<file path="config.mk">
export PLATFORM = sky130hd
export DESIGN_NAME = itas_way_match
export DESIGN_NICKNAME = d
export VERILOG_FILES = /design/src/rtl/core/itas_pkg.sv /design/src/rtl/core/itas_way_match.sv
export SDC_FILE = /design/constraint.sdc
export NUM_CORES = 1
export LEC_CHECK = 0
export BUFFER_PORTS_ARGS = -buffer_cell sky130_fd_sc_hd__buf_2
export CORE_AREA = 2 2 39 41
export DETAILED_ROUTE_END_ITERATION = 8
export DIE_AREA = 0 0 41 43
export PLACE_DENSITY = 0.94
export SYNTH_ARGS = -nofsm -noshare
export SYNTH_HDL_FRONTEND = slang
export SYNTH_SLANG_ARGS = --single-unit
</file>
<file path="constraint.sdc">
create_clock -name vclk -period 1.8
set_input_delay 0.18 -clock vclk [all_inputs]
set_output_delay 0.18 -clock vclk [all_outputs]
set_load 0.01 [all_outputs]
</file>
<file path="src/rtl/core/itas_pkg.sv">
// ----------------------------------------------------------------------------
// itas_pkg: shared types and constants of the trusted IPv4 address set
// Table geometry, command codes, the slot layout and the match result
// that the compare unit hands to the sequencer.
// ----------------------------------------------------------------------------
package itas_pkg;

  // Table geometry. BUCKETS must be a power of two, since the bucket is the
  // low bits of the address.
  localparam int BUCKETS  = 128;
  localparam int WAYS     = 4;
  localparam int SLOTS    = BUCKETS * WAYS;
  localparam int BUCKET_W = $clog2(BUCKETS);
  localparam int WAY_W    = (WAYS > 1) ? $clog2(WAYS) : 1;
  localparam int SLOT_W   = $clog2(SLOTS);
  localparam int ADDR_W   = 32;

  // Command codes carried on the request side.
  typedef enum logic [1:0] {
    CMD_LOOKUP = 2'd0,
    CMD_ADD    = 2'd1,
    CMD_DELETE = 2'd2,
    CMD_CLEAR  = 2'd3
  } cmd_t;

  // One stored slot: a valid flag over the address.
  typedef struct packed {
    logic              valid;
    logic [ADDR_W-1:0] addr;
  } slot_t;

  localparam int SLOT_BITS = $bits(slot_t);

  // Result of comparing one slot against the request address.
  typedef struct packed {
    logic hit;
    logic empty;
  } way_match_t;

  // Flat memory index of a way within a bucket.
  function automatic logic [SLOT_W-1:0] slot_index(input logic [BUCKET_W-1:0] bucket,
                                                   input logic [WAY_W-1:0] way);
    logic [SLOT_W-1:0] base;
    base = SLOT_W'(bucket) * SLOT_W'(WAYS);
    return base + SLOT_W'(way);
  endfunction

endpackage

</file>
<file path="src/rtl/core/itas_way_match.sv">
// ----------------------------------------------------------------------------
// itas_way_match: shared slot compare unit
// Checks one slot read from the table against the request address and
// reports whether it holds that address or is free.
// ----------------------------------------------------------------------------
module itas_way_match (
  input  itas_pkg::slot_t                 slot,
  input  logic [itas_pkg::ADDR_W-1:0]     key,
  output itas_pkg::way_match_t            result
);
  import itas_pkg::*;

  // A hit needs a valid slot with an equal address.
  always_comb begin
    result.hit   = slot.valid && (slot.addr == key);
    result.empty = !slot.valid;
  end

endmodule

</file>
==> results of run 1 <==
==> tightest hold or removal path: cells and delay by family <==
kind | cells | cell delay [ns]
buffers and inverters | 3 | 0.23
==> cell type report <==
cell class | instances | share of cell area (%)
inverter | 2 | 1.04
tap | 16 | 2.76
multi-input combinational | 43 | 49.9
timing repair buffer | 67 | 46.3
==> through the flow <==
step / cells / cell area (um^2) / utilization [%]
6_report: 128 / 724 / 52.4
2_1_floorplan: 45 / 369 / -
3_5_place_dp: 128 / 724 / 52.4
3_3_place_gp: 128 / 724 / 52.4
5_1_grt: 128 / 724 / 52.4
4_1_cts: 128 / 724 / 52.4
==> cells in the final DEF, fill, tap and decap left out, drive strengths merged <==
cell | Yosys | final
inv | 2 | 2
nand3 | 1 | 1
xor2 | 27 | 27
nor3 | 1 | 1
xnor2 | 4 | 4
nand4 | 2 | 2
nor4 | 6 | 6
o211a | 1 | 1
a2111oi | 1 | 1
buf | 0 | 67
==> metal layers <==
metal | global-route usage (%) | vias up | routed length, um
met5 | 0 | - | 0
met4 | 2.67 | 0 | 14
met3 | 1.57 | 2 | 135
met2 | 25.0 | 38 | 608
met1 | 9.18 | 229 | 317
li1 | - | 290 | -
==> final timing paths <==
path	startpoint	endpoint	slack (ns)	depth (start not counted)
setup / recovery	key[1]	result[1]	0.40	6
hold / removal	slot[32]	result[0]	0.60	3
==> report_power, final <==
group	internal (mW)	switching [mW]	total [mW]	leakage [nW]
clock network	0	0	0	0
registers	0	0	0	0
logic	0.0867	0.0554	0.142	0.416
==> cells by family after synthesis <==
family                    count (synthesis)  synth area share, %
and+or+nand+nor                          10                 17.6
AOI/OAI and AO/OA                         2                 6.78
xor gates and xnor gates                 31                 73.6
buffers and inverters                     2                 2.03
==> results, run 1 <==
- The worst setup path is captured at a primary output.
- The share of the cycle needed by the critical path after routing is between 70% and 80%.
- There are 0 flip-flops and latches.
- The commonest cells after synthesis are sky130_fd_sc_hd__xor2_1, sky130_fd_sc_hd__nor4_1, sky130_fd_sc_hd__xnor2_1.
- The cell area power density is 196 nW/um^2.
- The post-synth net total is 110.
- The number of primary I/O pins is 67.
- The total count of hold-check failures in the final report was 0.
- The sequential share of the synthesized area is 0%.
- The largest driver fanout on the critical path is 1.
- The layout cell share with drive strength beyond 1 is ~62%.
- The floorplan step defined a die boundary enclosing 1760 um^2.
- The number of hold-repair buffers added at the cts stage is 0.
- The static leakage is ~0.42 nW.
- The cell with the most instances after synthesis is sky130_fd_sc_hd__xor2_1.
- The number of instances resized during post-cts repair is 0.
- The largest total area in the synthesized netlist belongs to sky130_fd_sc_hd__xor2_1.
- The sum of negative setup slack is 0 ns.
- In the post-route analysis, the smallest setup slack over all paths is 0.403 ns.
- The cell family contributing the most delay on the critical path is simple AND/OR/NAND/NOR gates.
- Setup repair after global routing left no endpoint under its margin.
- The count of clock buffers in the final design is 0.
- The slowest stage of the critical path is the sky130_fd_sc_hd__nor4_1 cell.
- The total overflow reported by the global router is 0.
- The critical path goes through buf_2, xor2_1, nor4_1, nand4_1, nor3_2, buf_2.
- The signal arrival time at the worst endpoint is 1.22 ns.
- The number of max-cap violations is 0.
- Measured along the x axis, the die boundary spans about 41 um.
- For this block, the initial DRC count from the detailed router was 0.
- The hold slack is 0.598 ns.
- The number of antenna violations at the first check in global routing is 0.
- The final-report max-slew violation count is 0.
- Registers take 0 um^2.
- The mean cell area of the mapped netlist is 8.20 um^2.
- At the worst endpoint, the required time is between 1.5 and 2 ns.
- The initial core utilization is 26.7%.
- The routed length per placed instance is roughly 8.4 um.
- The area growth from synthesis to layout is 96.3%.
- The site row count is 14.
- The antenna cell count is 0.
- The peak supply drop is 0.0000914 V.
- The die boundary height is between 40 and 50 um.
- The upper clock frequency limit is 716 MHz.
- The combined area of the multi-input logic cells is approximately 360 um^2.
- The number of different library cells in the post-synthesis netlist is 9.
- In this run the post-CTS setup repair buffer count came out at 0.
- The global placer's final weighted congestion is 0.640.
- For this run, the slowest stage of the critical path takes 0.31 ns.
- The count of yosys warnings during synthesis is 0.
- After synthesis, the cell types taking the most area are sky130_fd_sc_hd__xor2_1, sky130_fd_sc_hd__nor4_1, sky130_fd_sc_hd__xnor2_1.
- The quantity of I/O buffers inserted on ports is 67.
- Global routing used 11.6% of the available tracks across all layers.
- The worst setup timing slack at the placement stage is 0.389 ns.
- The flow ran to the end, and the final reports show no timing, DRC or antenna violations.
- The cell seen most often among critical-path stages is sky130_fd_sc_hd__buf_2.
- After synthesis, the largest area contributor takes up 64.1% of total cell area.
- The pin count of the biggest net entering global routing is 3.
- The post-synthesis cell area is 369 um^2.
- In the routed layout, each cell is associated on average with a via count of 4.37.
- The power consumption is 142 uW.
- The measured slew at the worst slew-check pin is 0.282 ns.
- The routed wire length is around 1.1 mm.
- The vias after detailed routing is 559.
- After detailed routing, the number of remaining DRC violations is 0.
- The routed design could run at a clock period as short as 1.40 ns.
- The first-pass GRT wire length is 1.52 mm.
- The max-slew headroom at the worst pin is ~81%.
- The final number of setup-violating endpoints is 0.
- The path class of the lowest-slack min-delay path is in -> out.
- Fill cells in the final layout number 133.
- The half-perimeter wire length after placement is approximately 1.1 mm.
- The count of buffer and inverter cells on the critical path is 2.
- At the end of the flow, the number of nets in the layout was 179.
- The classification of the worst setup path is in -> out.
- For this run, the detailed router's first-pass iteration total came to 1.
- The worst setup path is launched from an input pin.
- The region available for standard cell placement spans 1380 um^2.
- The number of global-route vias before repair is 478.
- In this run the remaining antenna-violating nets after routing total 0.
- The post-synthesis cell count is 45.
No activity file was read; power rests on OpenSTA's default activity.
==> run 2, diff against run 1 <==
- ABC_AREA: default -> 1
- CORE_AREA: 2 2 39 41 -> default
- CORE_ASPECT_RATIO: default -> 1.1
- CORE_MARGIN: default -> 1.5
- CORE_UTILIZATION: default -> 36
- DIE_AREA: 0 0 41 43 -> default
- PLACE_DENSITY: 0.94 -> 0.95
- clock period: 1.8 -> 1.3 ns (I/O delays scaled with it)
==> run 2 against run 1 <==
Global-route usage is 3.6 points higher. Worst hold slack worse by 0.085 ns. Routed wire length is 42% higher. Synthesized cell count grew to 3.1 times the previous value. Via count is 67% higher. Non-clock buffer count stayed put. Sequential share of layout area stayed put. Highest routed layer is now met3.
==> results, run 2 <==
- Status: finished, final reports clean (unchanged).
- The area growth from synthesis to layout came to 59.7% (was 96.3%).
- The cell with the most instances after synthesis is sky130_fd_sc_hd__nand2_1 (was sky130_fd_sc_hd__xor2_1).
- The area share of the leading cell type in the synthesized netlist was 36.5% (was 64.1%).
- The cell family contributing the most delay on the critical path is simple AND/OR/NAND/NOR gates (unchanged).
- The slowest library cell on the worst path is sky130_fd_sc_hd__or2_0 (was sky130_fd_sc_hd__nor4_1).
- Timing would allow up to 929 MHz.
- Most frequent cells after synthesis: sky130_fd_sc_hd__nand2_1, sky130_fd_sc_hd__inv_1, sky130_fd_sc_hd__nor2_1 (was sky130_fd_sc_hd__xor2_1, sky130_fd_sc_hd__nor4_1, sky130_fd_sc_hd__xnor2_1).
- The count of clock buffers in the final design is 0 (unchanged).
- The count of yosys warnings during synthesis was 0 (unchanged).
- The quantity of I/O buffers inserted on ports is 67 (unchanged).
- The count of buffer and inverter cells on the critical path was 3 (was 2).
- The number of antenna violations at the first check in global routing is 0 (unchanged).
- The worst setup timing slack at the placement stage is 0.230 ns (was 0.389 ns).
- The max-slew headroom at the worst pin is 81.7% (was 81.0%).
- The hold path endpoint was result[0] (unchanged).
- The die boundary height came to 45.7 um (was 43 um).
- The number of different library cells in the post-synthesis netlist was 13 (was 9).
- Series of cell instances along the critical path: buf_2, inv_1, nand2_1, o21ai_1, or2_0, nor2_1, nand3_1, nor2_1, buf_2 (was buf_2, xor2_1, nor4_1, nand4_1, nor3_2, buf_2).
- The DRC violation count after routing is 0 (unchanged).
- Leading post-synthesis cells by cell area: sky130_fd_sc_hd__nand2_1, sky130_fd_sc_hd__inv_1, sky130_fd_sc_hd__nor2_1 (was sky130_fd_sc_hd__xor2_1, sky130_fd_sc_hd__nor4_1, sky130_fd_sc_hd__xnor2_1).
- The final net count came to 275 (was 179).
- The path class of the lowest-slack min-delay path is in -> out (unchanged).
- The cell area power density is 260 nW/um^2 (was 196 nW/um^2).
- The horizontal die dimension is 41.8 um (was 41 um).
- The number of instances resized during post-cts repair is 0 (unchanged).
- The number of global-route vias before repair is 761 (was 478).
- Most frequent cells in the layout: sky130_fd_sc_hd__buf_2, sky130_fd_sc_hd__nand2_1, sky130_fd_sc_hd__inv_1, sky130_fd_sc_hd__nor2_1 (was sky130_fd_sc_hd__buf_2, sky130_fd_sc_hd__xor2_1, sky130_fd_sc_hd__nor4_1, sky130_fd_sc_hd__xnor2_1).
- The number of cells on the worst hold path is 3 (unchanged).
- The number of fill cells in the layout is 171 (was 133).
- The measured slew at the worst slew-check pin is 0.273 ns (was 0.282 ns).
- The largest driver fanout on the critical path is 2 (was 1).
- The initial core utilization was 38.3% (was 26.7%).
- The die footprint was 1910 um^2 (was 1760 um^2).
- The number of max-cap violations is 0 (unchanged).
- The first-pass GRT wire length is 2.43 mm (was 1.52 mm).
- The static leakage came to 0.710 nW (was 0.416 nW).
- The sequential share of the synthesized area was 0% (unchanged).
- The worst path uses 82.8% of the clock period.
- The filler-free cell count of the finished design came to 225 (was 128).
- The final number of setup-violating endpoints is 0 (unchanged).
- The sum of negative setup slack was 0 ns (unchanged).
- The cell count after placement is 225 (was 128).
- The final critical-path setup slack came to 0.224 ns (was 0.403 ns).
- The mean cell area of the mapped netlist is 4.23 um^2 (was 8.20 um^2).
- The peak supply drop is 0.000132 V (was 0.0000914 V).
- The post-synthesis cell count was 141 (was 45).
- The detailed router's first-iteration violation count is 7 (was 0).
- The placeable core region came to 1560 um^2 (was 1380 um^2).
- The minimum clock period after layout is approximately 1.1 ns.
- The via density per instance is 4.15 (was 4.37).
- The post-detailed-route count of antenna-violating nets is 0 (unchanged).
- The delay of the slowest critical-path stage is 0.21 ns (was 0.31 ns).
- The final core utilization was 61.2% (was 52.4%).
- The site row count is 15 (was 14).
- The classification of the worst setup path is in -> out (unchanged).
- The post-synth net total was 206 (was 110).
- The number of hold-repair buffers added at the cts stage is 0 (unchanged).
- The combined area of the multi-input logic cells is 450 um^2 (was 362 um^2).
- The signal arrival time at the worst endpoint is 0.95 ns (was 1.22 ns).
- Unrepaired setup endpoints after global routing: no (unchanged).
- The number of primary I/O pins is 67 (unchanged).
- The commonest non-fill, non-tap cell in the layout is sky130_fd_sc_hd__buf_2 (unchanged).
- The total iterations of the first detailed-routing run came to 2 (was 1).
- The antenna cell count is 0 (unchanged).
- The largest area contributor in the netlist is sky130_fd_sc_hd__nand2_1 (was sky130_fd_sc_hd__xor2_1).
- The routed length per placed instance is 6.80 um (was 8.41 um).
- The buffer count from post-CTS setup fixing is 0 (unchanged).
- The pin count of the biggest net entering global routing is 3 (unchanged).
- The footprint of the flip-flops and latches is 0 um^2 (unchanged).
- The total count of hold-check failures in the final report is 0 (unchanged).
- The total overflow reported by the global router was 0 (unchanged).
- The post-synthesis cell area is 597 um^2 (was 369 um^2).
- The routed wire length is 1.53 mm (was 1.08 mm).
- The global placer's final weighted congestion is 0.758 (was 0.640).
- The power consumption is 248 uW (was 142 uW).
- The sequential cell count of the final layout is 0 (unchanged).
- The vias after detailed routing is 933 (was 559).
- The nature of the critical path endpoint is a primary output (unchanged).
- The total routing resource utilization after global routing is 15.2% (was 11.6%).
- The required time at the endpoint of the critical path is 1.17 ns (was 1.62 ns).
- The category of the worst setup path launch point is an input pin (unchanged).
- The half-perimeter wire length after placement came to 1.47 mm (was 1.05 mm).
- The final-report max-slew violation count came to 0 (unchanged).
- The layout cell share with drive strength beyond 1 is 33.7% (was 61.6%).
- The start point of the worst hold path is slot[32] (unchanged).
[run 2: kinds of logic after synthesis]
logic type | count (synthesis) | share of synthesized area [%]
AND/OR/NAND/NOR | 88 | 58.9
AO/OA/AOI/OAI | 7 | 6.29
buffers and inverters | 39 | 24.5
XOR/XNOR | 7 | 10.3
[run 2: final cells by class]
| class | count | share of cell area [%] |
|---|---|---|
| Multi-Input combinational cell | 102 | 47.2 |
| Timing Repair Buffer | 67 | 35.2 |
| Inverter | 39 | 15.4 |
| Tap cell | 17 | 2.23 |
[run 2: worst max path at each step]
stage	start	endpoint	slack, ns	cells past startpoint
finish	key[0]	result[1]	0.22	9
detailed placement	key[0]	result[1]	0.23	9
floorplan	key[30]	result[1]	0.41	7
global placement	key[0]	result[1]	0.24	9
global route	slot[3]	result[1]	0.11	10
CTS	key[0]	result[1]	0.23	9
[run 2: stage by stage]
step,hold WS (ns),area [um^2]
after floorplan,0.311,597
after global placement,0.501,953
after detailed placement,0.515,953
after CTS,0.517,953
after global routing,0.520,953
final,0.513,953
[run 2: power by group]
group	internal, mW	switching [mW]	total, mW
combinational	0.131	0.117	0.248
clock	0	0	0
sequential	0	0	0
total	0.131	0.117	0.248
[run 2: routing by layer]
layer  track usage, %  up-vias  wire length [um]
met3             1.59        0               132
met1             14.6      364               568
met5                0        -                 0
li1                 -      535                 -
met2             35.6       34               827
met4                0        0                 0
